File: config.mk
export PLATFORM = sky130hd
export DESIGN_NAME = ca_cfar_detector_top
export DESIGN_NICKNAME = d
export VERILOG_FILES = /design/src/rtl/core/cfar_pkg.sv /design/src/rtl/core/ca_cfar_detector_top.sv /design/src/rtl/core/cfar_cell.sv /design/src/rtl/core/cfar_eval.sv
export SDC_FILE = /design/constraint.sdc
export NUM_CORES = 2
export LEC_CHECK = 0
export BUFFER_PORTS_ARGS = -buffer_cell sky130_fd_sc_hd__buf_2
export CORE_ASPECT_RATIO = 0.75
export CORE_MARGIN = 4
export CORE_UTILIZATION = 48
export CTS_CLUSTER_SIZE = 20
export DETAILED_ROUTE_END_ITERATION = 10
export PLACE_DENSITY = 0.63
export SLEW_MARGIN = 40
export SYNTH_ARGS = -nofsm -noshare
export SYNTH_HDL_FRONTEND = slang
export SYNTH_SLANG_ARGS = --single-unit
File: constraint.sdc
create_clock -name clk_i -period 17.2 [get_ports clk_i]
set_input_delay 2.58 -clock clk_i [delete_from_list [all_inputs] [get_ports clk_i]]
set_output_delay 2.58 -clock clk_i [all_outputs]
set_load 0.02 [all_outputs]
File: src/rtl/core/cfar_pkg.sv
`timescale 1ns / 1ps
// ----------------------------------------------------------------------------
// cfar_pkg: shared types and constants of the cell-averaging cfar detector
// fixed port widths, threshold reset value and the verdict side-band struct
// ----------------------------------------------------------------------------
package cfar_pkg;

  // fixed widths of the item fields and the threshold register
  localparam int unsigned SampleInW  = 16;
  localparam int unsigned ThrW       = 16;
  localparam int unsigned BinIndexW  = 12;

  // threshold multiplier after reset, 30.0 in unsigned q8.8
  localparam logic [ThrW-1:0] ThrReset = 16'd7680;

  // side-band of one verdict item
  typedef struct packed {
    logic [BinIndexW-1:0] bin_index;
    logic                 last;
  } meta_t;

endpackage

File: src/rtl/core/ca_cfar_detector_top.sv
`timescale 1ns / 1ps
// ----------------------------------------------------------------------------
// ca_cfar_detector_top: cell-averaging cfar detector
// throughput: one sample per cycle; the input stalls only while the hand-off,
// multiply and output registers all hold verdicts and the output is stalled
// reset: delay line, window sums and bin counter clear; threshold is 30.0
// the delay line is a row of cells, the test runs in a hand-off register,
// a multiply stage and the compare into the output register
// ----------------------------------------------------------------------------
module ca_cfar_detector_top #(
  parameter int unsigned WINDOW_CELLS = 16,
  parameter int unsigned GUARD_CELLS  = 3,
  parameter int unsigned SAMPLE_WIDTH = 16,
  parameter int unsigned MAX_BINS     = 4096
) (
  input  logic                                clk_i,
  input  logic                                rst_ni,
  input  logic                                cfg_we_i,
  input  logic [cfar_pkg::ThrW-1:0]           cfg_wdata_i,
  input  logic                                in_valid_i,
  output logic                                in_stall_o,
  input  logic [cfar_pkg::SampleInW-1:0]      sample_i,
  input  logic                                last_sample_i,
  output logic                                out_valid_o,
  input  logic                                out_stall_i,
  output logic [cfar_pkg::BinIndexW-1:0]      bin_index_o,
  output logic                                detected_o,
  output logic                                last_of_pulse_o
);

  localparam int unsigned LineLen  = 2 * WINDOW_CELLS + 2 * GUARD_CELLS + 1;
  localparam int unsigned FullIdx  = 2 * WINDOW_CELLS + 2 * GUARD_CELLS;
  localparam int unsigned CutPos   = WINDOW_CELLS + GUARD_CELLS;
  localparam int unsigned SumW     = SAMPLE_WIDTH + $clog2(WINDOW_CELLS + 1);
  localparam int unsigned TotW     = SAMPLE_WIDTH + $clog2(2 * WINDOW_CELLS + 1);
  localparam int unsigned CntW     = $clog2(MAX_BINS);
  localparam int unsigned CutScale = 2 * WINDOW_CELLS * 256;
  localparam int unsigned IdxW     = cfar_pkg::BinIndexW;

  logic [cfar_pkg::ThrW-1:0] thr_q;
  logic [SAMPLE_WIDTH-1:0]   samp;
  logic [SAMPLE_WIDTH-1:0]   line [LineLen];
  logic [SumW-1:0]           left_q, left_d, right_q, right_d;
  logic [CntW-1:0]           cnt_q, cnt_d;
  logic                      in_acc, produce;
  logic [IdxW-1:0]           idx_off;

  logic                      p1_v_q, p1_v_d;
  logic [SAMPLE_WIDTH-1:0]   p1_cut_q, p1_cut_d;
  logic [TotW-1:0]           p1_tot_q, p1_tot_d;
  cfar_pkg::meta_t           p1_meta_q, p1_meta_d;
  logic                      eval_ready;
  cfar_pkg::meta_t           out_meta;

  // threshold register
  always_ff @(posedge clk_i or negedge rst_ni) begin
    if (!rst_ni) begin
      thr_q <= cfar_pkg::ThrReset;
    end else if (cfg_we_i) begin
      thr_q <= cfg_wdata_i;
    end
  end

  // sample at the internal width
  if (SAMPLE_WIDTH <= cfar_pkg::SampleInW) begin : g_samp_cut
    assign samp = sample_i[SAMPLE_WIDTH-1:0];
  end else begin : g_samp_ext
    assign samp = SAMPLE_WIDTH'(sample_i);
  end

  // input handshake
  assign in_stall_o = p1_v_q && !eval_ready;
  assign in_acc     = in_valid_i && !in_stall_o;

  // delay line, newest sample in cell 0
  for (genvar i = 0; i < LineLen; i++) begin : g_cell
    logic [SAMPLE_WIDTH-1:0] cell_in;
    if (i == 0) begin : g_head
      assign cell_in = samp;
    end else begin : g_body
      assign cell_in = line[i-1];
    end
    cfar_cell #(
      .DataW (SAMPLE_WIDTH)
    ) u_cell (
      .clk_i   (clk_i),
      .rst_ni  (rst_ni),
      .shift_i (in_acc),
      .clear_i (last_sample_i),
      .data_i  (cell_in),
      .data_o  (line[i])
    );
  end

  // running window sums and bin counter
  always_comb begin
    right_d = right_q + SumW'(samp) - SumW'(line[WINDOW_CELLS-1]);
    left_d  = left_q + SumW'(line[WINDOW_CELLS + 2 * GUARD_CELLS])
              - SumW'(line[LineLen-1]);
    cnt_d   = (cnt_q < CntW'(MAX_BINS - 1)) ? cnt_q + CntW'(1) : cnt_q;
    produce = 32'(cnt_q) >= FullIdx;
    idx_off = IdxW'(cnt_q) - IdxW'(CutPos);
  end

  always_ff @(posedge clk_i or negedge rst_ni) begin
    if (!rst_ni) begin
      left_q  <= '0;
      right_q <= '0;
      cnt_q   <= '0;
    end else if (in_acc) begin
      if (last_sample_i) begin
        left_q  <= '0;
        right_q <= '0;
        cnt_q   <= '0;
      end else begin
        left_q  <= left_d;
        right_q <= right_d;
        cnt_q   <= cnt_d;
      end
    end
  end

  // hand the cell under test and background to the test stages
  always_comb begin
    p1_v_d    = p1_v_q;
    p1_cut_d  = p1_cut_q;
    p1_tot_d  = p1_tot_q;
    p1_meta_d = p1_meta_q;
    if (in_acc) begin
      p1_v_d              = produce;
      p1_cut_d            = line[CutPos-1];
      p1_tot_d            = TotW'(left_d) + TotW'(right_d);
      p1_meta_d.bin_index = idx_off;
      p1_meta_d.last      = last_sample_i;
    end else if (eval_ready) begin
      p1_v_d = 1'b0;
    end
  end

  always_ff @(posedge clk_i or negedge rst_ni) begin
    if (!rst_ni) begin
      p1_v_q <= 1'b0;
    end else begin
      p1_v_q <= p1_v_d;
    end
  end

  always_ff @(posedge clk_i) begin
    p1_cut_q  <= p1_cut_d;
    p1_tot_q  <= p1_tot_d;
    p1_meta_q <= p1_meta_d;
  end

  // threshold test and output register
  cfar_eval #(
    .SampleW  (SAMPLE_WIDTH),
    .TotW     (TotW),
    .CutScale (CutScale)
  ) u_eval (
    .clk_i       (clk_i),
    .rst_ni      (rst_ni),
    .thr_i       (thr_q),
    .in_valid_i  (p1_v_q),
    .in_ready_o  (eval_ready),
    .cut_i       (p1_cut_q),
    .tot_i       (p1_tot_q),
    .meta_i      (p1_meta_q),
    .out_valid_o (out_valid_o),
    .out_stall_i (out_stall_i),
    .detected_o  (detected_o),
    .meta_o      (out_meta)
  );

  assign bin_index_o     = out_meta.bin_index;
  assign last_of_pulse_o = out_meta.last;

  // end of pulse leaves counter and sums clear
  a_pulse_clear: assert property (@(posedge clk_i) disable iff (!rst_ni)
    in_acc && last_sample_i |=> cnt_q == '0 && left_q == '0 && right_q == '0)
    else $error("state not cleared after last item of pulse");

  // an item with full windows always reaches the test stage
  a_verdict_taken: assert property (@(posedge clk_i) disable iff (!rst_ni)
    in_acc && produce |=> p1_v_q)
    else $error("verdict item lost at test stage");

  // no verdict item while windows are still filling
  a_no_early: assert property (@(posedge clk_i) disable iff (!rst_ni)
    in_acc && !produce && eval_ready |=> !p1_v_q)
    else $error("verdict item before windows are full");

endmodule

File: src/rtl/core/cfar_cell.sv
`timescale 1ns / 1ps
// ----------------------------------------------------------------------------
// cfar_cell: one range-bin cell of the delay line
// holds one sample, takes its left neighbor's sample on each accepted item
// and clears at the end of a pulse
// ----------------------------------------------------------------------------
module cfar_cell #(
  parameter int unsigned DataW = 16
) (
  input  logic             clk_i,
  input  logic             rst_ni,
  input  logic             shift_i,
  input  logic             clear_i,
  input  logic [DataW-1:0] data_i,
  output logic [DataW-1:0] data_o
);

  logic [DataW-1:0] data_q, data_d;

  // shift in the neighbor's sample, or clear after the last item of a pulse
  always_comb begin
    data_d = data_q;
    if (shift_i) begin
      data_d = clear_i ? '0 : data_i;
    end
  end

  always_ff @(posedge clk_i or negedge rst_ni) begin
    if (!rst_ni) begin
      data_q <= '0;
    end else begin
      data_q <= data_d;
    end
  end

  assign data_o = data_q;

endmodule

File: src/rtl/core/cfar_eval.sv
`timescale 1ns / 1ps
// ----------------------------------------------------------------------------
// cfar_eval: threshold test of the cell under test
// multiply stage (scaled cell and scaled background), then compare into
// the output register; each stage moves when the one after it has room
// ----------------------------------------------------------------------------
module cfar_eval #(
  parameter int unsigned SampleW  = 16,
  parameter int unsigned TotW     = 22,
  parameter int unsigned CutScale = 8192
) (
  input  logic                          clk_i,
  input  logic                          rst_ni,
  input  logic [cfar_pkg::ThrW-1:0]     thr_i,
  input  logic                          in_valid_i,
  output logic                          in_ready_o,
  input  logic [SampleW-1:0]            cut_i,
  input  logic [TotW-1:0]               tot_i,
  input  cfar_pkg::meta_t               meta_i,
  output logic                          out_valid_o,
  input  logic                          out_stall_i,
  output logic                          detected_o,
  output cfar_pkg::meta_t               meta_o
);

  localparam int unsigned LhsW = SampleW + $clog2(CutScale + 1);
  localparam int unsigned RhsW = cfar_pkg::ThrW + TotW;
  localparam int unsigned CmpW = (LhsW > RhsW) ? LhsW : RhsW;

  logic            mul_v_q, mul_v_d;
  logic [LhsW-1:0] lhs_q, lhs_d;
  logic [RhsW-1:0] rhs_q, rhs_d;
  cfar_pkg::meta_t mul_meta_q, mul_meta_d;

  logic            out_v_q, out_v_d;
  logic            det_q, det_d;
  cfar_pkg::meta_t out_meta_q, out_meta_d;

  logic out_free, mul_adv;

  // stage advance
  assign out_free   = !out_v_q || !out_stall_i;
  assign mul_adv    = !mul_v_q || out_free;
  assign in_ready_o = mul_adv;

  // multiply stage
  always_comb begin
    mul_v_d    = mul_v_q;
    lhs_d      = lhs_q;
    rhs_d      = rhs_q;
    mul_meta_d = mul_meta_q;
    if (mul_adv) begin
      mul_v_d    = in_valid_i;
      lhs_d      = LhsW'(cut_i) * LhsW'(CutScale);
      rhs_d      = RhsW'(thr_i) * RhsW'(tot_i);
      mul_meta_d = meta_i;
    end
  end

  // compare into the output register
  always_comb begin
    out_v_d    = out_v_q;
    det_d      = det_q;
    out_meta_d = out_meta_q;
    if (out_free) begin
      out_v_d    = mul_v_q;
      det_d      = CmpW'(lhs_q) > CmpW'(rhs_q);
      out_meta_d = mul_meta_q;
    end
  end

  always_ff @(posedge clk_i or negedge rst_ni) begin
    if (!rst_ni) begin
      mul_v_q <= 1'b0;
      out_v_q <= 1'b0;
    end else begin
      mul_v_q <= mul_v_d;
      out_v_q <= out_v_d;
    end
  end

  // payload, no reset
  always_ff @(posedge clk_i) begin
    lhs_q      <= lhs_d;
    rhs_q      <= rhs_d;
    mul_meta_q <= mul_meta_d;
    det_q      <= det_d;
    out_meta_q <= out_meta_d;
  end

  assign out_valid_o = out_v_q;
  assign detected_o  = det_q;
  assign meta_o      = out_meta_q;

endmodule
After elaboration in Yosys (flattened, before gate mapping)
Cells that the tools add are included.
{"block": "totals", "ff_bits": 829, "latch_bits": 0, "ramBits": 0, "romBits": 0, "input_bits": 38, "output_inout_bits": 16, "mem_count": 0}
{"block": "op_classes", "addsub": 7, "mul": 1, "n_div": 0, "magnitude_cmp": 3, "eq_ne": 0, "shift": 0, "n_mux": 45, "n_bitwise": 0, "reduce_logical": 12}
{"operator": "two-way mux 16 bit", "n": 39}
{"operator": "adder 21 x 16 -> 21 bit", "n": 2}
{"operator": "two-way mux 21 bit", "n": 2}
{"operator": "subtractor 21 x 16 -> 21 bit", "n": 2}
{"operator": "greater-than comparator 29 x 38 -> 1 bit", "n": 1}
{"operator": "multiplier 16 x 22 -> 38 bit", "n": 1}
{"operator": "two-way mux 12 bit", "n": 2}
{"operator": "adder 21 x 21 -> 22 bit", "n": 1}
{"operator": "adder 12 x 1 -> 12 bit (second input constant)", "n": 1}
{"operator": "greater-or-equal comparator 12 x 6 -> 1 bit (second input constant)", "n": 1}
{"operator": "< comparator 12 bit (second input constant)", "n": 1}
{"operator": "subtractor 12 x 5 -> 12 bit (second input constant)", "n": 1}
{"operator": "zero test 1 bit", "n": 5}
{"operator": "nonzero test 2 bit", "n": 2}
{"operator": "logical AND 1 bit", "n": 2}
{"operator": "logical OR 1 bit", "n": 2}
{"operator": "two-way mux 1 bit", "n": 2}
{"operator": "AND reduction 2 bit", "n": 1}

Longest topological paths before layout
{"block": "depth", "ltp_word": 8, "ltp_mapped": 24}

Modules after synthesis
A second synthesis with hierarchy kept.
{"block": "hier_totals", "cells_unflattened": 5147, "hier_area_um2": 50703.6}
{"module": "cfar_cell", "n_inst": 39, "cells_per_inst": 68, "area_each_um2": 693.2, "seq_area_each_um2": 400.4}
{"module": "cfar_eval", "n_inst": 1, "cells_per_inst": 1508, "area_each_um2": 14447.6, "seq_area_each_um2": 2482.4}
{"module": "ca_cfar_detector_top", "n_inst": 1, "cells_per_inst": 987, "area_each_um2": 9222.6, "seq_area_each_um2": 3313.2}

Worst setup path before layout
No wires, ideal clock.
{"block": "synth_path", "kind": "in2reg", "startpoint": "in sample_i[1] (netlist name)", "endpoint": "reg p1_tot_q[19], data pin", "arrival_time_ns": 6.713, "slack_ns": 10.226, "cell_stages": 20, "path_cell_list": "inv_1 -> fa_1 -> inv_1 -> fa_1 -> a21o_1 -> a21oi_1 -> nor2_1 -> o31a_1 -> or2_2 -> a21oi_1 -> xnor2_1 -> ha_1 -> and3_1 -> and3_1 -> a211oi_1 -> o21ai_0 -> a21oi_1 -> o2111ai_1 -> a211oi_1 -> xnor2_1"}
{"block": "synth_between", "elab_chain_cells": 3}
{"item": "start, declared", "line_no": "ca_cfar_detector_top.sv:22", "source": "input logic [cfar_pkg::SampleInW-1:0] sample_i,"}
{"item": "adder 21 x 16 -> 21 bit", "line_no": "ca_cfar_detector_top.sv:97", "source": "right_d = right_q + SumW'(samp) - SumW'(line[WINDOW_CELLS-1]);"}
{"item": "subtractor 21 x 16 -> 21 bit", "line_no": "ca_cfar_detector_top.sv:97"}
{"item": "adder 21 x 21 -> 22 bit", "line_no": "ca_cfar_detector_top.sv:132", "source": "p1_tot_d = TotW'(left_d) + TotW'(right_d);"}
{"item": "end signal, assigned", "line_no": "ca_cfar_detector_top.sv:150", "source": "p1_tot_q <= p1_tot_d;"}
{"item": "end, declared", "line_no": "ca_cfar_detector_top.sv:50", "source": "logic [TotW-1:0] p1_tot_q, p1_tot_d;"}
Every way passes these cells.
A chain may end at the register's enable or synchronous reset.

Worst setup path in the final report
Same ends and word-level chain as after synthesis.

==> impl_metrics.env <==
export IMPL_wirelength_mm=97.8
export IMPL_yosysWarnings=0
export IMPL_grt_pass1_wl_mm=167
export IMPL_clockRootBuffer="clkbuf_16"
export IMPL_synth_top_area_share_pct=36.8
export IMPL_reg2reg_depth=20
export IMPL_ant_nets=0
export IMPL_yosys_register_bits=829
export IMPL_maxCapViolations=0
export IMPL_syn_inst=5024
export IMPL_port_buffers=53
export IMPL_synth_fp_nets=5564
export IMPL_synthTopCellsByArea="dfrtp_1 (37%), fa_1 (13%), nand2_1 (12%)"
export IMPL_post_cts_resized=0
export IMPL_groute_usage_overall_pct=19.6
export IMPL_syn_to_final_growth_pct=9.18
export IMPL_clockBufferDepth=3
export IMPL_boundaryPins=54
export IMPL_die_area_um2=103000
export IMPL_grt_pass1_vias=32100
export IMPL_fp_row_count=99
export IMPL_path_depth=21
export IMPL_critPathBufInv=3
export IMPL_antenna_found_initial=5
export IMPL_final_hold_viol_count=0
export IMPL_worst_pin_slew_ns=0.864
export IMPL_cts_made_buffers=82
export IMPL_endpoint_kind="flop"
export IMPL_holdPathStages=0
export IMPL_vias=32200
export IMPL_die_w_um=370
export IMPL_wire_per_inst_um=15.5
export IMPL_postCtsSetupBuffers=0
export IMPL_max_freq_ghz=0.144
export IMPL_coreArea_um2=97200
export IMPL_synth_yosys_seq_area_share_pct=45.5
export IMPL_rsz0062_at_grt="false"
export IMPL_cts_tree="done"
export IMPL_drcViolationCount=0
export IMPL_die_y_um=279
export IMPL_crit_path_frequent_cell="a21oi_1"
export IMPL_cts_sinks=829
export IMPL_place_hpwl_mm=66.5
export IMPL_routabilityCongestion=0.885
export IMPL_hold_ws_ns=0.405
export IMPL_drt_pass1_iter_count=5
export IMPL_synthTopCellsByCount="nand2_1 (1,466), dfrtp_1 (693), o21ai_0 (577), inv_1 (500), fa_1 (311)"
export IMPL_regArea_um2=21400
export IMPL_gr_total_overflow=0
export IMPL_setup_viol=0
export IMPL_crit_fanout=5
export IMPL_avgSynthCellArea_um2=9.37
export IMPL_clk_latency_ns=0.68
export IMPL_relSlewSlack_pct=42.4
export IMPL_required_ns=17.60
export IMPL_status="complete, no violations"
export IMPL_drive_above_1_share_pct=5.91
export IMPL_ys_flop_type="dfrtp_1"
export IMPL_yosys_cell_types_count=76
export IMPL_maxSlewViolCount=0
export IMPL_dr_first_iter_drc_count=2617
export IMPL_multi_input_area_um2=22700
export IMPL_synthesis_area_um2=47100
export IMPL_clk_pin_slew_ns=0.07
export IMPL_nNetsFinal=5452
export IMPL_cpMaxStageDelayCell="fa_1"
export IMPL_fill_cells=8926
export IMPL_grt_max_degree=178
export IMPL_yosysTopAreaCell="dfrtp_1"
export IMPL_hold_buffers=0
export IMPL_synth_edf_count=132
export IMPL_num_antenna_cells=0
export IMPL_async_reset_ff_share_pct=84.1
export IMPL_initial_core_util_pct=48.4
export IMPL_critPathLaunchType="input pin"
export IMPL_yosysMostFrequentCell="nand2_1"
export IMPL_h_tree_depth=3
export IMPL_crit_family="compound AO/OA/AOI/OAI gates"
export IMPL_setup_tns_ns=0
export IMPL_crit_type="input pin to flop"
export IMPL_critical_path_arrival_ns=7.36
export IMPL_crit_path_cell_trace="buf_2, inv_1, fa_1, inv_1, fa_1, a21o_1, a21oi_1, nor2_1, o31a_1, or2_2, a21oi_1, xnor2_1, ha_1, and3_1, and3_1, a211oi_1, o21ai_0, a21oi_1, o2111ai_1, a211oi_1, xnor2_1"
export IMPL_cp_slowest_stage_delay_ns=0.54
export IMPL_viasPerCell=5.13
export IMPL_hold_class="flop to flop"
export IMPL_period_needed_ns=6.96
export IMPL_finClkSkew_ns=0.0435
export IMPL_fin_crit_sh_pct=40.5
flip-flops by register name, indices dropped and copies added (netlist names):
| register | flops |
|---|---|
| u_eval.meta_o | 13 |
| g_cell.u_cell.data_o | 624 |
| u_eval.lhs_q | 16 |
| p1_v_q | 1 |
| u_eval.mul_meta_q | 13 |
| p1_tot_q | 22 |
| u_eval.out_valid_o | 1 |
| cnt_q | 12 |
| p1_meta_q | 13 |
| thr_q | 16 |
| u_eval.mul_v_q | 1 |
| left_q | 21 |
| u_eval.detected_o | 1 |
| u_eval.rhs_q | 38 |
| p1_cut_q | 16 |
| right_q | 21 |
per-layer routing:
metal	track usage [%]	share of wire, %	vias to the layer above
met5	0	0.0082	-
met1	30.5	51	15800
li1	-	-	15800
met3	3.55	4.6	121
met4	4.05	1.7	2
met2	28.8	43	536
path summary, 6_finish.rpt:
| path | start | to | slack (ns) |
|---|---|---|---|
| setup reg to reg | p1_tot_q[14] | u_eval.rhs_q[36] | 10.27 |
| setup / recovery | sample_i[1] | p1_tot_q[19] | 10.24 |
| max in group asynchronous | rst_ni | thr_q[4] | 13.14 |
| min in group asynchronous | rst_ni | g_cell[7].u_cell.data_o[11] | 1.82 |
| hold / removal | p1_cut_q[10] | u_eval.lhs_q[23] | 0.40 |
| hold reg to reg | p1_cut_q[10] | u_eval.lhs_q[23] | 0.40 |
worst register-to-register path: stages, from the launching register on:
cell	delay [ns]
edfxtp_1	0.89
nand2_1	0.20
fa_1	0.56
inv_1	0.05
fa_1	0.52
inv_1	0.05
fa_1	0.49
inv_1	0.05
fa_1	0.47
fa_1	0.52
inv_1	0.05
fa_1	0.48
inv_1	0.04
ha_1	0.46
nand4_1	0.15
o21bai_1	0.20
a31oi_1	0.19
nor4b_1	0.61
nor3_1	0.17
or4_1	0.52
o211ai_1	0.10
final cells by class:
type                       instances  area share [%]
multi-input combinational       3402            44.2
tap                             1313            3.20
sequential                       829            41.7
clock buffer                     112            4.55
clock inverter                    36           0.986
inverter                         501            3.71
timing repair buffer              96            1.69
cell families after synthesis:
logic type / share of synthesized area, %
AOI/OAI and AO/OA: 10.3
xor gates and xnor gates: 1.79
adders and majority gates: 18.3
buffers and inverters: 6.34
DFF: 45.5
muxes: 0.471
and+or+nand+nor: 17.3
placed cells by master, fill, tap and decap left out, drive strengths merged, types with 8 or more instances in the layout:
master and n:
xor2 34, edfxtp 132, and3 12, o21a 16, a211oi 14, and4 10, clkinv 28, o21ai 579
a21o 48, inv 502, o21bai 9, nor2b 9, nand3 133, nor2 59, clkbuf 113, xnor2 62
dfrtp 693, a21oi 75, or2 8, nand4 10, buf 95, o31ai 40, nand2 1466, a31oi 14
and2 159, nor3 28, ha 191, fa 311, mux2 17, nand2b 16
stage by stage:
stage / utilization [%] / std cells / setup slack (ns) / area (um^2)
5_1_grt: 52.8 / 6289 / 9.93 / 51400
4_1_cts: 52.8 / 6284 / 10.25 / 51300
6_report: 52.8 / 6289 / 10.24 / 51400
3_3_place_gp: 49.5 / 6126 / 9.65 / 48200
2_1_floorplan: - / 5024 / 10.23 / 47100
3_5_place_dp: 49.8 / 6136 / 9.63 / 48500
Power is left out: the tool's default activity adds up to more than one toggle a clock period on the data nets, which glitch-free logic cannot reach.
